File: src/rtl/core/dq_pkg.sv
package dq_pkg;

  // Ring geometry
  localparam int CAPACITY = 16;
  localparam int IDX_W    = $clog2(CAPACITY);
  localparam int CNT_W    = $clog2(CAPACITY + 1);
  localparam int WORD_W   = 32;
  localparam int ENTRY_W  = 5;

  localparam logic [CNT_W-1:0] CAP_CNT  = CNT_W'(CAPACITY);
  localparam logic [IDX_W-1:0] LAST_IDX = IDX_W'(CAPACITY - 1);

  // Command codes
  localparam logic [2:0] CMD_PUSH_BACK  = 3'd0;
  localparam logic [2:0] CMD_POP_BACK   = 3'd1;
  localparam logic [2:0] CMD_PUSH_FRONT = 3'd2;
  localparam logic [2:0] CMD_POP_FRONT  = 3'd3;
  localparam logic [2:0] CMD_CLEAR      = 3'd4;

  // Status codes
  localparam logic [1:0] ST_DONE  = 2'd0;
  localparam logic [1:0] ST_EMPTY = 2'd1;
  localparam logic [1:0] ST_FULL  = 2'd2;

  typedef struct packed {
    logic [2:0]               command;
    logic signed [WORD_W-1:0] push_value;
  } dq_in_t;

  typedef struct packed {
    logic signed [WORD_W-1:0] popped_value;
    logic [ENTRY_W-1:0]       entry_count;
    logic [1:0]               status;
  } dq_out_t;

  // Controller to datapath
  typedef struct packed {
    logic exec;   // run the accepted command
    logic load;   // capture the read word into the result
  } dq_cmd_t;

  // Datapath to controller
  typedef struct packed {
    logic pop_go; // the offered command is a pop that will succeed
  } dq_stat_t;

  // (base + off) mod CAPACITY; base < CAPACITY and off <= CAPACITY
  function automatic logic [IDX_W-1:0] ring_pos(input logic [IDX_W-1:0] base,
                                                input logic [CNT_W-1:0] off);
    logic [CNT_W:0] sum;
    sum = {{(CNT_W + 1 - IDX_W){1'b0}}, base} + {1'b0, off};
    if (sum >= (CNT_W + 1)'(CAPACITY)) begin
      sum = sum - (CNT_W + 1)'(CAPACITY);
    end
    return sum[IDX_W-1:0];
  endfunction

  // Count shown in the 5-bit result field
  function automatic logic [ENTRY_W-1:0] count_field(input logic [CNT_W-1:0] cnt);
    logic [31:0] wide;
    wide = 32'(cnt);
    return wide[ENTRY_W-1:0];
  endfunction

endpackage

File: src/rtl/core/double_ended_queue_top.sv
// Bounded deque of 32-bit words held in a 16-entry ring RAM.
// Push, clear and refused commands show their beat in the cycle after
// acceptance; a successful pop first waits in a load state for the registered
// RAM read. One command at a time: no new command is taken until the result
// handshake completes.
// Reset clears front index and count; RAM is not cleared.
module double_ended_queue_top (
  input  logic            clk_i,
  input  logic            rst_ni,
  input  logic            in_valid_i,
  output logic            in_stall_o,
  input  dq_pkg::dq_in_t  in_data_i,
  output logic            out_valid_o,
  input  logic            out_stall_i,
  output dq_pkg::dq_out_t out_data_o
);

  dq_pkg::dq_cmd_t  cmd;
  dq_pkg::dq_stat_t stat;

  dq_ctrl u_ctrl (
    .clk_i      (clk_i),
    .rst_ni     (rst_ni),
    .in_valid_i (in_valid_i),
    .in_stall_o (in_stall_o),
    .out_valid_o(out_valid_o),
    .out_stall_i(out_stall_i),
    .stat_i     (stat),
    .cmd_o      (cmd)
  );

  dq_datapath u_dp (
    .clk_i     (clk_i),
    .rst_ni    (rst_ni),
    .cmd_i     (cmd),
    .in_data_i (in_data_i),
    .stat_o    (stat),
    .out_data_o(out_data_o)
  );

endmodule

File: src/rtl/core/dq_ram.sv
module dq_ram #(
  parameter int WIDTH = 32,
  parameter int DEPTH = 16
) (
  input  logic                     clk_i,
  input  logic                     we_i,
  input  logic [$clog2(DEPTH)-1:0] waddr_i,
  input  logic [WIDTH-1:0]         wdata_i,
  input  logic                     re_i,
  input  logic [$clog2(DEPTH)-1:0] raddr_i,
  output logic [WIDTH-1:0]         rdata_o
);

  logic [WIDTH-1:0] mem_q [DEPTH];
  logic [WIDTH-1:0] rdata_q;

  always_ff @(posedge clk_i) begin
    if (we_i) begin
      mem_q[waddr_i] <= wdata_i;
    end
    if (re_i) begin
      rdata_q <= mem_q[raddr_i];
    end
  end

  assign rdata_o = rdata_q;

endmodule

File: src/rtl/core/dq_ctrl.sv
module dq_ctrl (
  input  logic             clk_i,
  input  logic             rst_ni,
  input  logic             in_valid_i,
  output logic             in_stall_o,
  output logic             out_valid_o,
  input  logic             out_stall_i,
  input  dq_pkg::dq_stat_t stat_i,
  output dq_pkg::dq_cmd_t  cmd_o
);

  localparam logic [1:0] S_IDLE = 2'd0;
  localparam logic [1:0] S_LOAD = 2'd1;
  localparam logic [1:0] S_OUT  = 2'd2;

  logic [1:0] state_q, state_d;
  logic       accept;

  assign accept      = (state_q == S_IDLE) && in_valid_i;
  assign in_stall_o  = (state_q != S_IDLE);
  assign out_valid_o = (state_q == S_OUT);
  assign cmd_o.exec  = accept;
  assign cmd_o.load  = (state_q == S_LOAD);

  // Next state
  always_comb begin
    state_d = state_q;
    unique case (state_q)
      S_IDLE: begin
        if (accept) begin
          state_d = stat_i.pop_go ? S_LOAD : S_OUT;
        end
      end
      S_LOAD: begin
        state_d = S_OUT;
      end
      S_OUT: begin
        if (!out_stall_i) begin
          state_d = S_IDLE;
        end
      end
      default: begin
        state_d = S_IDLE;
      end
    endcase
  end

  always_ff @(posedge clk_i or negedge rst_ni) begin
    if (!rst_ni) begin
      state_q <= S_IDLE;
    end else begin
      state_q <= state_d;
    end
  end

endmodule

File: src/rtl/core/dq_datapath.sv
module dq_datapath (
  input  logic             clk_i,
  input  logic             rst_ni,
  input  dq_pkg::dq_cmd_t  cmd_i,
  input  dq_pkg::dq_in_t   in_data_i,
  output dq_pkg::dq_stat_t stat_o,
  output dq_pkg::dq_out_t  out_data_o
);

  logic [dq_pkg::IDX_W-1:0]  front_q, front_d;
  logic [dq_pkg::CNT_W-1:0]  count_q, count_d;
  logic [1:0]                status_d;
  logic                      full, empty;
  logic                      we, re;
  logic [dq_pkg::IDX_W-1:0]  waddr, raddr;
  logic [dq_pkg::WORD_W-1:0] rdata;
  dq_pkg::dq_out_t           res_q;

  assign full  = (count_q == dq_pkg::CAP_CNT);
  assign empty = (count_q == '0);

  // Command decode and pointer update
  always_comb begin
    front_d  = front_q;
    count_d  = count_q;
    status_d = dq_pkg::ST_DONE;
    we       = 1'b0;
    re       = 1'b0;
    waddr    = dq_pkg::ring_pos(front_q, count_q);
    raddr    = front_q;
    unique case (in_data_i.command)
      dq_pkg::CMD_PUSH_BACK: begin
        if (full) begin
          status_d = dq_pkg::ST_FULL;
        end else begin
          we      = 1'b1;
          count_d = count_q + 1'b1;
        end
      end
      dq_pkg::CMD_PUSH_FRONT: begin
        if (full) begin
          status_d = dq_pkg::ST_FULL;
        end else begin
          front_d = (front_q == '0) ? dq_pkg::LAST_IDX : front_q - 1'b1;
          waddr   = front_d;
          we      = 1'b1;
          count_d = count_q + 1'b1;
        end
      end
      dq_pkg::CMD_POP_BACK: begin
        if (empty) begin
          status_d = dq_pkg::ST_EMPTY;
        end else begin
          raddr   = dq_pkg::ring_pos(front_q, count_q - 1'b1);
          re      = 1'b1;
          count_d = count_q - 1'b1;
        end
      end
      dq_pkg::CMD_POP_FRONT: begin
        if (empty) begin
          status_d = dq_pkg::ST_EMPTY;
        end else begin
          re      = 1'b1;
          front_d = dq_pkg::ring_pos(front_q, dq_pkg::CNT_W'(1));
          count_d = count_q - 1'b1;
        end
      end
      dq_pkg::CMD_CLEAR: begin
        front_d = '0;
        count_d = '0;
      end
      default: begin
      end
    endcase
  end

  assign stat_o.pop_go = re;

  dq_ram #(
    .WIDTH(dq_pkg::WORD_W),
    .DEPTH(dq_pkg::CAPACITY)
  ) u_ram (
    .clk_i  (clk_i),
    .we_i   (cmd_i.exec && we),
    .waddr_i(waddr),
    .wdata_i(in_data_i.push_value),
    .re_i   (cmd_i.exec && re),
    .raddr_i(raddr),
    .rdata_o(rdata)
  );

  // Ring pointers
  always_ff @(posedge clk_i or negedge rst_ni) begin
    if (!rst_ni) begin
      front_q <= '0;
      count_q <= '0;
    end else if (cmd_i.exec) begin
      front_q <= front_d;
      count_q <= count_d;
    end
  end

  // Result register; the popped word lands in the cycle after the read
  always_ff @(posedge clk_i) begin
    if (cmd_i.exec) begin
      res_q.popped_value <= '0;
      res_q.entry_count  <= dq_pkg::count_field(count_d);
      res_q.status       <= status_d;
    end else if (cmd_i.load) begin
      res_q.popped_value <= rdata;
    end
  end

  assign out_data_o = res_q;

endmodule

File: config.mk
export PLATFORM = sky130hd
export DESIGN_NAME = double_ended_queue_top
export DESIGN_NICKNAME = d
export VERILOG_FILES = /design/src/rtl/core/dq_pkg.sv /design/src/rtl/core/double_ended_queue_top.sv /design/src/rtl/core/dq_ram.sv /design/src/rtl/core/dq_ctrl.sv /design/src/rtl/core/dq_datapath.sv
export SDC_FILE = /design/constraint.sdc
export NUM_CORES = 1
export LEC_CHECK = 0
export ABC_CLOCK_PERIOD_IN_PS = 4700
export BUFFER_PORTS_ARGS = -buffer_cell sky130_fd_sc_hd__clkbuf_2
export CAP_MARGIN = 0
export CORE_MARGIN = 1.5
export CORE_UTILIZATION = 55
export CTS_BUF_LIST = sky130_fd_sc_hd__clkbuf_4
export CTS_CLUSTER_DIAMETER = 100
export DETAILED_ROUTE_END_ITERATION = 6
export PLACE_DENSITY = 0.75
export SYNTH_ARGS = -nofsm -noshare
export SYNTH_HDL_FRONTEND = slang
export SYNTH_HIERARCHICAL = 1
export SYNTH_SLANG_ARGS = --single-unit
File: constraint.sdc
create_clock -name clk_i -period 4.7 [get_ports clk_i]
set_input_delay 0.705 -clock clk_i [delete_from_list [all_inputs] [get_ports clk_i]]
set_output_delay 0.705 -clock clk_i [all_outputs]
set_load 0.005 [all_outputs]
==> Implementation_results.wiki <==
{| class="wikitable"
! Metric !! Value
|-
| Run status || complete, but fails checks
|-
| Violations in the final reports || DRC
|-
| CTS tree || done
|-
| Post-synthesis sequential element count || 594
|-
| Drt initial violations || 882
|-
| Per-cell via count in the routed design || 5.95
|-
| Min cycle time layout || 3990 ps
|-
| Number of pins with negative max-slew slack in the final report || 0
|-
| Clock Skews || 59.2 ps
|-
| Startpoint of the tightest hold check path || out_stall_i
|-
| Dpl ws || 753 ps
|-
| Global Route Usage Sum || 22.2%
|-
| Minimum setup slack among reg-to-reg paths || 710 ps
|-
| Multiplexer share of the synthesized area || 14.5%
|-
| Compound-gate portion of the synthesized area || 3.53%
|-
| Residual DRC || 2
|-
| Post-CTS Hold Buffers || 1
|-
| Upper clock frequency limit || 250 MHz
|-
| Number of cells upsized or downsized after cts || 0
|-
| Simple-Gate Fraction of Synth Area || 3.22%
|-
| Largest cells by area after synthesis || sky130_fd_sc_hd__edfxtp_1 (72%), sky130_fd_sc_hd__mux4_2 (13%), sky130_fd_sc_hd__dfxtp_1 (2.8%)
|-
| Combinational family with the most area after synthesis || multiplexers
|-
| Netlist cell types || 59
|-
| Category of the critical setup timing path || register to register
|-
| Required @ worst endpoint || 5340 ps
|-
| Critical Path End Type || register
|-
| Async S/R FF share, synth || 1.85%
|-
| Layout cells sized above 1 || 37.2%
|-
| Initial standard-cell utilization of the core || 55.9%
|-
| Horiz. Die Dim || 207 um
|-
| Share of synthesized cell area in full adder, half adder and majority cells || 0.721%
|-
| Final estimated routing congestion in global placement || 0.831
|-
| Ordered cell list for the critical path || inv_1 > ha_1 > xor2_1 > ha_1 > a21oi_1 > a211oi_1 > o21ai_0 > xnor2_1 > nor2b_4 > buf_4 > a22oi_1 > nand2_1
|-
| Share of the synthesized area in the top cell type || 72.2%
|-
| Detail-routed net length per standard cell || 23.6 um
|-
| Layout overhead on the synthesized area || 14.2%
|-
| Sequential element share of the synthesized area || 76.2%
|-
| CTS sink cnt || 594
|-
| DRT Wirelength || 46300 um
|-
| Number of global-route vias before repair || 12100
|-
| Number of nets with antenna violations after detailed routing || 0
|-
| Wire length of the first global-routing pass || 70800 um
|-
| Iteration count of the initial detailed-routing pass || 7
|-
| Setup total negative slack || 0 ps
|-
| Max stage delay cell, worst path || sky130_fd_sc_hd__nor2b_4
|-
| XOR/XNOR share of the synthesized area || 0.344%
|-
| Peak supply drop || 0.539 mV
|-
| Power density over the cells || 569 nW/um^2
|-
| Post-detailed-placement half-perimeter wirelength || 25200 um
|-
| Level count of the clock H-tree || 4
|-
| Count of standard-cell rows || 74
|-
| Number of cells produced by synthesis || 1120
|-
| P_leak || 0.00877 uW
|-
| Mean area per synthesized cell || 20.5 um^2
|-
| Total I/O pin count || 80
|-
| Worst hold stages || 3
|-
| Std-Cell Core Area || 41000 um^2
|-
| Netlist area before placement || 22900 um^2
|-
| Number of hold violations in the final report || 0
|-
| Max stage delay on crit path || 880 ps
|-
| Total number of vias || 11700
|-
| Critical-path maximum fanout || 24
|-
| Worst-case hold path end point || u_ctrl/state_q[1]
|-
| Die Y-Extent || 207 um
|-
| Post-CTS setup buffers || 0
|-
| Worst rel slew slack || 22.8%
|-
| Top cell by count, worst path || sky130_fd_sc_hd__ha_1
|-
| Transition time at the pin with the least slew margin || 1160 ps
|-
| Count of flip-flops with a built-in enable after synthesis || 551
|-
| Period utilization || 85.0%
|-
| Number of port buffers || 79
|-
| Clk root buf || sky130_fd_sc_hd__clkbuf_4
|-
| Final setup slack of the worst path || 706 ps
|-
| Depth of the worst register-to-register path || 12
|-
| Setup repair after global routing missed its margin || false
|-
| Critical R2R Launch || u_dp/count_q[0]
|-
| Global-route congestion overflow total || 0
|-
| Largest delay share family, worst path || simple AND/OR/NAND/NOR gates
|-
| Final-report setup violation count || 0
|-
| Type of the worst min-delay path || primary input to register
|-
| Buffers plus inverters on the worst setup path || 2
|-
| Worst Setup Start Kind || register
|-
| Net count reported at finish || 1377
|-
| Overall die area || 42900 um^2
|-
| Max-cap viol count || 0
|-
| Reg2reg end || u_dp/u_ram/rdata_o[14]
|-
| Arrival time of the worst setup path || 4640 ps
|-
| Most used DFF post-synth || sky130_fd_sc_hd__edfxtp_1
|-
| Nets in the synthesized netlist || 1171
|-
| Clock buffers created by TritonCTS || 149
|-
| Antenna violations before repair || 3
|-
| Clock Pin Slew Worst Setup and Hold Paths || 60 ps
|-
| Max Root-Sink Buffers || 3
|-
| Library cell with the largest summed area after synthesis || sky130_fd_sc_hd__edfxtp_1
|-
| Number of synthesis warnings || 6
|-
| Clock insertion delay at the later pin of the skew report || 840 ps
|-
| Maximum number of pins on one net before global-route repair || 73
|}
==> cells in the mapped netlist, drive strengths merged (3+ instances only) <==
library cell / count
mux2: 7
and3: 3
and2: 3
a21oi: 11
nor4: 3
mux4: 128
xnor2: 5
dfxtp: 32
nand3b: 4
nor3b: 3
inv: 12
edfxtp: 551
nor2b: 3
a31oi: 3
xor2: 4
a22oi: 65
nand2b: 10
ha: 10
mux2i: 36
o21ai: 9
nand3: 5
buf: 41
nor3: 12
nand2: 39
dfrtp: 11
nor2: 56
clkbuf: 22
==> per-stage QoR <==
stage | power (uW) | area, um^2 | std cells | utilization [%] | hold slack (ps)
after CTS | 15000 | 26200 | 1959 | 63.8 | 113
after global routing | 15700 | 26200 | 1960 | 63.8 | 136
final | 14900 | 26200 | 1961 | 63.8 | 178
after floorplan | 9490 | 22900 | 1120 | - | 409
after detailed placement | 10700 | 24200 | 1706 | 59.1 | 473
after global placement | 10600 | 24200 | 1706 | 59.1 | 465
==> registers in the layout, indices dropped and copies added, names as in the netlist <==
signal and count:
u_dp/front_q 4, u_dp/count_q 5, u_ctrl/state_q 2, u_dp/u_ram/rdata_o 32, u_dp/u_ram/mem_q 512, u_dp/out_data_o 39
==> how the worst max path moves through the flow <==
stage                                from                        to  slack, ps  cells past startpoint
after floorplan             in_data_i[33]   u_dp/u_ram/mem_q[12][0]          1                      7
after global placement      in_data_i[33]  u_dp/u_ram/mem_q[15][22]        860                      7
after detailed placement  u_dp/count_q[0]   u_dp/u_ram/mem_q[9][18]        750                      8
after CTS                 u_dp/count_q[0]   u_dp/u_ram/mem_q[9][28]        710                      8
after global routing      u_dp/count_q[1]    u_dp/u_ram/rdata_o[14]        500                     12
final                     u_dp/count_q[0]    u_dp/u_ram/rdata_o[14]        710                     12
==> worst reg2reg max path: stages (launching register included) <==
cell and delay, ps:
sky130_fd_sc_hd__dfrtp_1 530, sky130_fd_sc_hd__inv_1 120, sky130_fd_sc_hd__ha_1 300, sky130_fd_sc_hd__xor2_1 180, sky130_fd_sc_hd__ha_1 370, sky130_fd_sc_hd__a21oi_1 90
sky130_fd_sc_hd__a211oi_1 240, sky130_fd_sc_hd__o21ai_0 150, sky130_fd_sc_hd__xnor2_1 500, sky130_fd_sc_hd__nor2b_4 880, sky130_fd_sc_hd__buf_4 290, sky130_fd_sc_hd__a22oi_1 100
sky130_fd_sc_hd__nand2_1 110
==> report_power, final <==
| group | internal (uW) | switching (uW) |
|---|---|---|
| Combinational | 1930 | 2290 |
| Sequential | 6140 | 167 |
| Clock | 2360 | 1980 |
| Total | 10400 | 4440 |
==> cells by family (layout without fill, tap and decap cells) <==
group | Yosys count | after routing
buffers and inverters | 75 | 382
AOI/OAI and AO/OA | 109 | 109
DFF | 594 | 594
xor gates and xnor gates | 9 | 9
other | 0 | 2
and+or+nand+nor | 150 | 150
muxes | 171 | 171
adders and majority gates | 12 | 12
==> cell type report <==
| type | count | area, um^2 |
|---|---|---|
| Sequential cell | 594 | 17500 |
| Fill cell | 2798 | 14900 |
| Multi-Input combinational cell | 451 | 5300 |
| Clock buffer | 220 | 1650 |
| Timing Repair Buffer | 118 | 766 |
| Tap cell | 532 | 666 |
| Clock inverter | 32 | 275 |
| Inverter | 12 | 45.0 |
| Antenna cell | 2 | 5.00 |
==> cells in the final DEF (no fill, tap or decap), types with 5 or more instances in the layout <==
cell                       count
sky130_fd_sc_hd__clkbuf_2     79
sky130_fd_sc_hd__clkinv_4      5
sky130_fd_sc_hd__nor2_1       41
sky130_fd_sc_hd__a22oi_1      65
sky130_fd_sc_hd__xnor2_1       5
sky130_fd_sc_hd__nor2_4       13
sky130_fd_sc_hd__clkinv_2      7
sky130_fd_sc_hd__mux2i_1      36
sky130_fd_sc_hd__mux4_2      128
sky130_fd_sc_hd__nand2_1      39
sky130_fd_sc_hd__buf_12        6
sky130_fd_sc_hd__nor3_1        7
sky130_fd_sc_hd__o21ai_0       7
sky130_fd_sc_hd__edfxtp_1    551
sky130_fd_sc_hd__nand3_1       5
sky130_fd_sc_hd__clkinv_1     10
sky130_fd_sc_hd__mux2_2        7
sky130_fd_sc_hd__inv_1        12
sky130_fd_sc_hd__clkbuf_4    220
sky130_fd_sc_hd__buf_4        32
sky130_fd_sc_hd__nand2b_1     10
sky130_fd_sc_hd__dfxtp_1      32
sky130_fd_sc_hd__dfrtp_1      11
sky130_fd_sc_hd__a21oi_1      11
sky130_fd_sc_hd__ha_1         10
==> metal layers <==
layer	part of all wire, %	wire length, um	vias up	global-route usage [%]
met2	51	23500	416	36.3
met4	1.3	597	2	6.59
met1	41	19000	6080	30.0
li1	-	-	5113	-
met5	0.028	13	-	0
met3	6.8	3140	54	5.34
Note: power is estimated with default switching activity, not from simulation.
